===== config.mk =====
export PLATFORM = sky130hd
export DESIGN_NAME = date_period_overlap_days_unit
export DESIGN_NICKNAME = d
export VERILOG_FILES = /design/src/rtl/core/dpod_pkg.sv /design/src/rtl/core/dpod_lane.sv /design/src/rtl/core/dpod_merge.sv /design/src/rtl/core/date_period_overlap_days_unit.sv
export VERILOG_INCLUDE_DIRS = /design/src /design/src/rtl/core
export SDC_FILE = /design/constraint.sdc
export NUM_CORES = 2
export LEC_CHECK = 0
export ABC_AREA = 1
export BUFFER_PORTS_ARGS = -buffer_cell sky130_fd_sc_hd__buf_2
export CAP_MARGIN = 20
export CORE_MARGIN = 2
export CORE_UTILIZATION = 50
export DETAILED_ROUTE_END_ITERATION = 8
export PLACE_DENSITY = 0.73
export SYNTH_ARGS = -nofsm -noshare
export SYNTH_HDL_FRONTEND = slang
export SYNTH_SLANG_ARGS = --single-unit

===== constraint.sdc =====
create_clock -name clk -period 10.9 [get_ports clk]
set_input_delay 2.18 -clock clk [delete_from_list [all_inputs] [get_ports clk]]
set_output_delay 2.18 -clock clk [all_outputs]
set_load 0.05 [all_outputs]

===== src/rtl/core/date_period_overlap_days_unit_assert.svh =====
// Assertion macros for the date period overlap unit.
// Used by the RTL files that carry concurrent checks; no other dependencies.
`ifndef DATE_PERIOD_OVERLAP_DAYS_UNIT_ASSERT_SVH
`define DATE_PERIOD_OVERLAP_DAYS_UNIT_ASSERT_SVH

`ifndef SYNTH
// same-cycle implication
`define DPOD_ASSERT_NOW(lbl, clk, rst_n, ante, cons) \
    lbl: assert property (@(posedge clk) disable iff (!rst_n) (ante) |-> (cons)) \
        else $error("dpod check failed (same cycle)");
// next-cycle implication
`define DPOD_ASSERT_NEXT(lbl, clk, rst_n, ante, cons) \
    lbl: assert property (@(posedge clk) disable iff (!rst_n) (ante) |=> (cons)) \
        else $error("dpod check failed (next cycle)");
`else
`define DPOD_ASSERT_NOW(lbl, clk, rst_n, ante, cons)
`define DPOD_ASSERT_NEXT(lbl, clk, rst_n, ante, cons)
`endif

`endif


===== src/rtl/core/dpod_pkg.sv =====
// Types, constants and calendar helpers for the date period overlap unit.
// No dependencies; imported by the lane, merge and top-level modules.
package dpod_pkg;

    localparam int YEAR_W   = 14;
    localparam int MONTH_W  = 4;
    localparam int DAY_W    = 5;
    localparam int SERIAL_W = 22;
    localparam int DOY_W    = 9;
    localparam int Q100_W   = 8;
    localparam int Q400_W   = 6;
    localparam int NUM_DATES = 4;

    // lane order
    localparam int LANE_S1 = 0;
    localparam int LANE_E1 = 1;
    localparam int LANE_S2 = 2;
    localparam int LANE_E2 = 3;

    typedef logic [YEAR_W-1:0]   year_t;
    typedef logic [MONTH_W-1:0]  month_t;
    typedef logic [DAY_W-1:0]    day_t;
    typedef logic [SERIAL_W-1:0] serial_t;
    typedef logic [DOY_W-1:0]    doy_t;
    typedef logic [Q100_W-1:0]   q100_t;
    typedef logic [Q400_W-1:0]   q400_t;

    localparam year_t   YEAR_MAX      = YEAR_W'(9999);
    localparam month_t  MONTH_FEB     = MONTH_W'(2);
    localparam month_t  MONTH_DEC     = MONTH_W'(12);
    localparam serial_t DAYS_PER_YEAR = SERIAL_W'(365);

    // x/25 for x < 4096 as (x * 1311) >> 15; error stays below 1/25
    localparam int RECIP25_W     = 11;
    localparam int RECIP25_SHIFT = 15;
    localparam logic [RECIP25_W-1:0] RECIP25 = RECIP25_W'(1311);

    typedef struct packed {
        logic conv_en;   // lane first stage
        logic sum_en;    // lane serial stage
    } dpod_lane_ctrl_t;

    typedef struct packed {
        logic sel_en;    // min/max stage
        logic cnt_en;    // result register
    } dpod_merge_ctrl_t;

    function automatic q100_t div25(input logic [YEAR_W-3:0] x);
        logic [YEAR_W-2+RECIP25_W-1:0] prod;
        prod = (YEAR_W-2+RECIP25_W)'(x) * (YEAR_W-2+RECIP25_W)'(RECIP25);
        return prod[RECIP25_SHIFT +: Q100_W];
    endfunction

    function automatic day_t month_len(input month_t m, input logic leap);
        day_t len;
        case (m)
            4'd1, 4'd3, 4'd5, 4'd7, 4'd8, 4'd10, 4'd12: len = DAY_W'(31);
            4'd4, 4'd6, 4'd9, 4'd11:                     len = DAY_W'(30);
            4'd2:    len = leap ? DAY_W'(29) : DAY_W'(28);
            default: len = '0;
        endcase
        return len;
    endfunction

    function automatic doy_t days_before(input month_t m);
        doy_t n;
        case (m)
            4'd1:    n = DOY_W'(0);
            4'd2:    n = DOY_W'(31);
            4'd3:    n = DOY_W'(59);
            4'd4:    n = DOY_W'(90);
            4'd5:    n = DOY_W'(120);
            4'd6:    n = DOY_W'(151);
            4'd7:    n = DOY_W'(181);
            4'd8:    n = DOY_W'(212);
            4'd9:    n = DOY_W'(243);
            4'd10:   n = DOY_W'(273);
            4'd11:   n = DOY_W'(304);
            4'd12:   n = DOY_W'(334);
            default: n = '0;
        endcase
        return n;
    endfunction

endpackage


===== src/rtl/core/dpod_lane.sv =====
// One date-to-serial lane: checks a date and turns it into a day number
// (day 0 is 0001-01-01) over two register stages. Depends on dpod_pkg.
module dpod_lane (
    input  logic                      clk,
    input  dpod_pkg::dpod_lane_ctrl_t ctrl,
    input  dpod_pkg::year_t           year,
    input  dpod_pkg::month_t          month,
    input  dpod_pkg::day_t            day,
    output dpod_pkg::serial_t         serial,
    output logic                      ok
);
    import dpod_pkg::*;

    year_t p;
    q100_t q_y100;
    q100_t q_p100;
    q100_t q_y400;
    q100_t q_p400;
    logic  leap;
    logic  date_ok;
    day_t  len;
    doy_t  doy;

    year_t   p_reg;
    q100_t   q100_reg;
    q400_t   q400_reg;
    doy_t    doy_reg;
    logic    ok1_reg;
    serial_t serial_reg;
    logic    ok2_reg;
    serial_t serial_next;

    // year 0 wraps p; flagged invalid below so the garbage never matters
    assign p      = year - YEAR_W'(1);
    assign q_y100 = div25(year[YEAR_W-1:2]);
    assign q_p100 = div25(p[YEAR_W-1:2]);
    assign q_y400 = div25({2'b00, year[YEAR_W-1:4]});
    assign q_p400 = div25({2'b00, p[YEAR_W-1:4]});

    // a multiple of 100 (or 400) is where the quotient steps from year-1 to year
    assign leap = (year[1:0] == 2'b00) && ((q_y100 == q_p100) || (q_y400 != q_p400));
    assign len  = month_len(month, leap);

    assign date_ok = (year != '0) && (year <= YEAR_MAX)
                   && (month != '0) && (month <= MONTH_DEC)
                   && (day != '0) && (day <= len);

    assign doy = days_before(month) + DOY_W'(day) - DOY_W'(1)
               + DOY_W'((month > MONTH_FEB) && leap);

    always_ff @(posedge clk)
    begin
        if (ctrl.conv_en)
        begin
            p_reg    <= p;
            q100_reg <= q_p100;
            q400_reg <= q_p400[Q400_W-1:0];
            doy_reg  <= doy;
            ok1_reg  <= date_ok;
        end
    end

    assign serial_next = SERIAL_W'(p_reg) * DAYS_PER_YEAR
                       + SERIAL_W'(p_reg[YEAR_W-1:2])
                       - SERIAL_W'(q100_reg)
                       + SERIAL_W'(q400_reg)
                       + SERIAL_W'(doy_reg);

    always_ff @(posedge clk)
    begin
        if (ctrl.sum_en)
        begin
            serial_reg <= serial_next;
            ok2_reg    <= ok1_reg;
        end
    end

    assign serial = serial_reg;
    assign ok     = ok2_reg;

endmodule


===== src/rtl/core/dpod_merge.sv =====
// Merge stage: combines the four lane day numbers into the inclusive overlap
// count and the bad-date flag, over two register stages. Depends on dpod_pkg.
module dpod_merge (
    input  logic                             clk,
    input  dpod_pkg::dpod_merge_ctrl_t       ctrl,
    input  dpod_pkg::serial_t [dpod_pkg::NUM_DATES-1:0] serial,
    input  logic [dpod_pkg::NUM_DATES-1:0]   ok,
    output dpod_pkg::serial_t                count,
    output logic                             bad
);
    import dpod_pkg::*;

    serial_t lo;
    serial_t hi;
    logic    ordered;

    serial_t lo_reg;
    serial_t hi_reg;
    logic    live_reg;
    logic    bad_sel_reg;
    serial_t count_reg;
    logic    bad_reg;
    serial_t count_next;

    assign lo = (serial[LANE_S1] > serial[LANE_S2]) ? serial[LANE_S1] : serial[LANE_S2];
    assign hi = (serial[LANE_E1] < serial[LANE_E2]) ? serial[LANE_E1] : serial[LANE_E2];
    assign ordered = (serial[LANE_S1] <= serial[LANE_E1])
                   && (serial[LANE_S2] <= serial[LANE_E2]);

    always_ff @(posedge clk)
    begin
        if (ctrl.sel_en)
        begin
            lo_reg      <= lo;
            hi_reg      <= hi;
            live_reg    <= ordered && (&ok);
            bad_sel_reg <= ~(&ok);
        end
    end

    assign count_next = (live_reg && (lo_reg <= hi_reg))
                      ? (hi_reg - lo_reg + SERIAL_W'(1)) : '0;

    always_ff @(posedge clk)
    begin
        if (ctrl.cnt_en)
        begin
            count_reg <= count_next;
            bad_reg   <= bad_sel_reg;
        end
    end

    assign count = count_reg;
    assign bad   = bad_reg;

endmodule


===== src/rtl/core/date_period_overlap_days_unit.sv =====
// Channel | handshake            | payload
// req     | req_valid, req_ready | first_/second_ start/end year, month, day
// res     | res_valid, res_ready | overlap_days, bad_date
//
// Four lanes turn the four dates into day numbers; a merge stage forms the count.
// Items pass through a four-stage register pipeline (two lane stages, two merge
// stages); one item per cycle sustained while res_ready stays high.
// rst_n clears only the stage valid bits; the datapath registers hold no reset.
// A stalled res stage holds; bubbles in earlier stages still fill, and
// req_ready drops only once every stage holds an item.
// Depends on dpod_pkg, dpod_lane, dpod_merge and the assertion header.
`include "date_period_overlap_days_unit_assert.svh"

module date_period_overlap_days_unit (
    input  logic               clk,
    input  logic               rst_n,
    input  logic               req_valid,
    output logic               req_ready,
    input  dpod_pkg::year_t    first_start_year,
    input  dpod_pkg::month_t   first_start_month,
    input  dpod_pkg::day_t     first_start_day,
    input  dpod_pkg::year_t    first_end_year,
    input  dpod_pkg::month_t   first_end_month,
    input  dpod_pkg::day_t     first_end_day,
    input  dpod_pkg::year_t    second_start_year,
    input  dpod_pkg::month_t   second_start_month,
    input  dpod_pkg::day_t     second_start_day,
    input  dpod_pkg::year_t    second_end_year,
    input  dpod_pkg::month_t   second_end_month,
    input  dpod_pkg::day_t     second_end_day,
    output logic               res_valid,
    input  logic               res_ready,
    output dpod_pkg::serial_t  overlap_days,
    output logic               bad_date
);
    import dpod_pkg::*;

    year_t  [NUM_DATES-1:0] year_in;
    month_t [NUM_DATES-1:0] month_in;
    day_t   [NUM_DATES-1:0] day_in;
    serial_t [NUM_DATES-1:0] serial;
    logic   [NUM_DATES-1:0] ok;

    logic v1_reg, v2_reg, v3_reg, v4_reg;
    logic v1_next, v2_next, v3_next, v4_next;
    logic en1, en2, en3, en4;

    dpod_lane_ctrl_t  lane_ctrl;
    dpod_merge_ctrl_t merge_ctrl;

    assign year_in[LANE_S1]  = first_start_year;
    assign month_in[LANE_S1] = first_start_month;
    assign day_in[LANE_S1]   = first_start_day;
    assign year_in[LANE_E1]  = first_end_year;
    assign month_in[LANE_E1] = first_end_month;
    assign day_in[LANE_E1]   = first_end_day;
    assign year_in[LANE_S2]  = second_start_year;
    assign month_in[LANE_S2] = second_start_month;
    assign day_in[LANE_S2]   = second_start_day;
    assign year_in[LANE_E2]  = second_end_year;
    assign month_in[LANE_E2] = second_end_month;
    assign day_in[LANE_E2]   = second_end_day;

    // a stage moves when it is empty or the next one moves
    assign en4 = !v4_reg || res_ready;
    assign en3 = !v3_reg || en4;
    assign en2 = !v2_reg || en3;
    assign en1 = !v1_reg || en2;

    assign req_ready = en1;

    assign lane_ctrl.conv_en = en1;
    assign lane_ctrl.sum_en  = en2;
    assign merge_ctrl.sel_en = en3;
    assign merge_ctrl.cnt_en = en4;

    assign v1_next = en1 ? req_valid : v1_reg;
    assign v2_next = en2 ? v1_reg    : v2_reg;
    assign v3_next = en3 ? v2_reg    : v3_reg;
    assign v4_next = en4 ? v3_reg    : v4_reg;

    always_ff @(posedge clk or negedge rst_n)
    begin
        if (!rst_n)
        begin
            v1_reg <= 1'b0;
            v2_reg <= 1'b0;
            v3_reg <= 1'b0;
            v4_reg <= 1'b0;
        end
        else
        begin
            v1_reg <= v1_next;
            v2_reg <= v2_next;
            v3_reg <= v3_next;
            v4_reg <= v4_next;
        end
    end

    for (genvar i = 0; i < NUM_DATES; i++)
    begin : g_lane
        dpod_lane u_lane (
            .clk    (clk),
            .ctrl   (lane_ctrl),
            .year   (year_in[i]),
            .month  (month_in[i]),
            .day    (day_in[i]),
            .serial (serial[i]),
            .ok     (ok[i])
        );
    end

    dpod_merge u_merge (
        .clk    (clk),
        .ctrl   (merge_ctrl),
        .serial (serial),
        .ok     (ok),
        .count  (overlap_days),
        .bad    (bad_date)
    );

    assign res_valid = v4_reg;

    `DPOD_ASSERT_NOW(a_bad_gives_zero, clk, rst_n, res_valid && bad_date, overlap_days == '0)
    `DPOD_ASSERT_NOW(a_count_bound, clk, rst_n, res_valid, overlap_days <= SERIAL_W'(3652059))
    `DPOD_ASSERT_NEXT(a_accept_fills, clk, rst_n, req_valid && req_ready, v1_reg)
    `DPOD_ASSERT_NEXT(a_stall_holds, clk, rst_n, v3_reg && !en4, v3_reg && v4_reg)
    `DPOD_ASSERT_NOW(a_full_blocks, clk, rst_n, v1_reg && v2_reg && v3_reg && v4_reg && !res_ready,
                     !req_ready)

endmodule


==> results.md <==
- The overall fraction of global-route tracks in use is between 20% and 30%.
- The cell sitting at the root of the clock tree is a clkbuf_16.
- The number of resized instances in the post-cts repair step is 0.
- Leaving out fill and tap cells, the most frequent cells in the layout are inv_1 (2361), nand2_1 (2038), ha_1 (1780), fa_1 (826), nor2_1 (476).
- The total congestion overflow after global routing is 0.
- For the pin with the worst max-slew slack, the measured transition is around 1.1 ns.
- The first detailed-routing pass took 5 iterations.
- The die is between 300 and 400 µm tall.
- Summed over its instances, the top area cell type makes up between 20% and 30% of the synthesized netlist area.
- Wires add up to about 190 mm.
- The clock-pin slew of the registers on the worst-case setup and hold paths is roughly 0.060 ns.
- The flow ran to the end, and the final reports show no timing, DRC or antenna violations.
- The number of buffers inserted to repair setup after CTS is 0.
- The initial utilization of the core area, before any placement, comes to about half.
- The clock tree from TritonCTS is yes.
- On the critical path, the stage with the largest delay is an instance of fa_1.
- The number of synthesized flops with an enable pin is 313.
- The dominant synthesized flop cell is edfxtp_1.
- The core box area is approximately 150000 µm².
- Timing would allow up to 0.09981 GHz.
- The max-cap check violation count is 0.
- The number of sinks handled by clock tree synthesis is ~320.
- The time the worst path needs with I/O delays and setup is ~10 ns.
- Hold repair after CTS inserted 0 buffers.
- The post-detailed-placement half-perimeter wirelength is roughly 170 mm.
- The net count reported at finish is 12430.
- The synthesized design spends more area on one cell type than any other, namely ha_1.
- The cell type group with the largest total delay on the critical path is adder cells.
- In this run, placement finished with an instance count of 11730.
- For this run, the slowest stage of the critical path takes approximately 0.53 ns.
- Along the worst path, the maximum fanout reaches 9.
- The number of endpoints with negative hold slack in the final report is 0.
- In the final routed layout, each cell accounts on average for approximately 16 µm.
- After the flow finishes, the layout carries non-filler instances totaling about 12000.
- The die boundary width is just under 400 µm.
- Setup repair after global routing left no endpoint under its margin.
- The H-tree depth reported by CTS is 2.
- The flip-flop count of the largest register, all copies and words added is 88.
- Before CTS, the worst setup slack after placement is around 0.31 ns.
- In the routed layout, each cell is associated on average with a via count of approximately 5.1.
- The number of nets still failing antenna checks after routing is 0.
- The final max-slew violation count came to 0.
- Sequential elements use between 10% and 20% of the synthesized area.
- At the end of routability-driven placement, the weighted congestion stood at roughly 0.95.
- The via count of the first global-routing pass is approximately 61000.
- After synthesis, the cell types taking the most area are ha_1 (29%), fa_1 (21%), edfxtp_1 (12%).
- The clock insertion delay at the later pin of the skew report is approximately 0.63 ns.
- The worst endpoint data arrival time is just over 10 ns.
- The total clock buffers created by CTS is between 40 and 50.
- The post-synth design cell area is around 77000 µm².
- The number of antenna violations at the first check in global routing was 9.
- Port buffering added between 100 and 150 buffers.
- The first global-routing pass estimated ~310 mm of wire.
- The instance count of the mapped netlist is 9514.
- The type of the worst setup path is input pin to flop.
- Across all layers, the routed design uses 60790 vias.
- The element type at the critical path start is an input pin.
- The floorplan has between 100 and 150 rows.
- STA classifies the critical path endpoint as a flop.
- From synthesis to final layout, the design area changed by 6.549%.
- For this design the top-level I/O count stands at ~120.
- Setup total negative slack on the finished layout was measured at 0 ns.
- After the first detailed-routing iteration, the DRC count stood at a little under 4000.
- The final worst-path cycle share is 91.92%.
- The mean cell area of the mapped netlist is 8.097 µm².
- In the final layout, the share of cells above drive strength 1 is ~3.3%.
- The cell that appears most often on the critical path is nand2_1.
- The worst-case clock buffer depth is 3.
- The number of design rule violations left after detail routing is 0.
- In this run, synthesis produced a sequential element count of 317.
- The total die area is around 160000 µm².
- The final setup slack of the worst path is roughly 0.88 ns.
- The critical path contains buffers and inverters numbering 8 combined.
- The clock tree skew after final layout is roughly 0.022 ns.
- For the worst setup path, the data required time is around 11 ns.
- The class of the tightest hold or removal check is flop to flop.
- The total number of yosys warnings is 0.
- The number of nets produced by synthesis is 12220.
- The pin count of the biggest net entering global routing is 86.
- The number of distinct library cell variants in the gate-level netlist after synthesis is 68.
- Headroom to the max-slew limit came out at 28.04%.
- For this run, the share of the core covered by cells in the final layout is 53.47%.
- The leading cell type in the layout, fill and taps excluded is inv_1.
- For this run, asynchronously set or reset flops after synthesis account for 1.262%.
- Setup violations remaining at the end of the flow were counted as 0.
[per-stage QoR]
| step | hold slack, ns | area [µm²] |
|---|---|---|
| 6_report | 0.4182 | 82080 |
| 2_1_floorplan | 0.4003 | 77030 |
| 5_1_grt | 0.4415 | 82080 |
| 3_3_place_gp | 0.4068 | 80620 |
| 4_1_cts | 0.4243 | 82040 |
| 3_5_place_dp | 0.4109 | 80620 |
[synth_stat cells (5+ instances only)]
library cell / count
o21ai_0: 200
a21o_1: 37
and3_1: 5
nand2_2: 8
nand3b_1: 26
a211oi_1: 11
nor4_1: 14
o21bai_1: 58
inv_1: 2363
nor3b_1: 5
xor2_1: 155
edfxtp_1: 313
clkbuf_1: 15
o221ai_1: 7
nand2_1: 2039
xnor2_1: 57
nor3_1: 77
nand3_1: 351
o21a_1: 10
nand4_1: 109
nor2_1: 476
xor2_2: 6
and2_1: 11
o21ai_1: 5
fa_1: 826
nand2_4: 5
a21oi_1: 412
o22ai_1: 10
or2_2: 25
o211ai_1: 14
ha_1: 1780
a21boi_0: 9
a31oi_1: 18
[worst paths after layout]
check	start	slack, ns	end	cells past startpoint
min in group asynchronous	rst_n	1.35	v2_reg	1
worst max register to register	g_lane[1].u_lane.p_reg[5]	5.45	g_lane[1].u_lane.serial[14]	19
worst max-delay path	second_start_year[4]	0.88	g_lane[2].u_lane.doy_reg[8]	47
worst min register to register	g_lane[2].u_lane.ok1_reg	0.42	g_lane[2].u_lane.ok	0
worst min-delay path	g_lane[2].u_lane.ok1_reg	0.42	g_lane[2].u_lane.ok	0
max in group asynchronous	rst_n	9.43	v3_reg	1
[metal layers]
layer	vias up	track usage [%]	part of all wire, %
li1	30350	-	-
met1	28880	34.70	47
met2	1301	40.53	46
met3	252	1.948	4.6
met4	6	6.192	2.6
met5	-	0	0.018
[cell type report]
cell class	instances	area, µm²
diodes	3	7.507
clock buffers	46	1066
clock inverters	30	356.6
fillers	14320	71430
inverters	2365	8879
multi-input cells	6816	58590
flip-flops and latches	317	9499
well taps	2044	2557
repair buffers	186	1116
[logic make-up after synthesis]
family,share of synthesized area (%)
buf+inv,11.61
xor+xnor,2.573
simple gates,16.92
flops,12.33
fa+ha+maj,50.38
compound gates,6.189
Power is left out: the tool's default activity adds up to more than one toggle a clock period on the data nets, which glitch-free logic cannot reach.
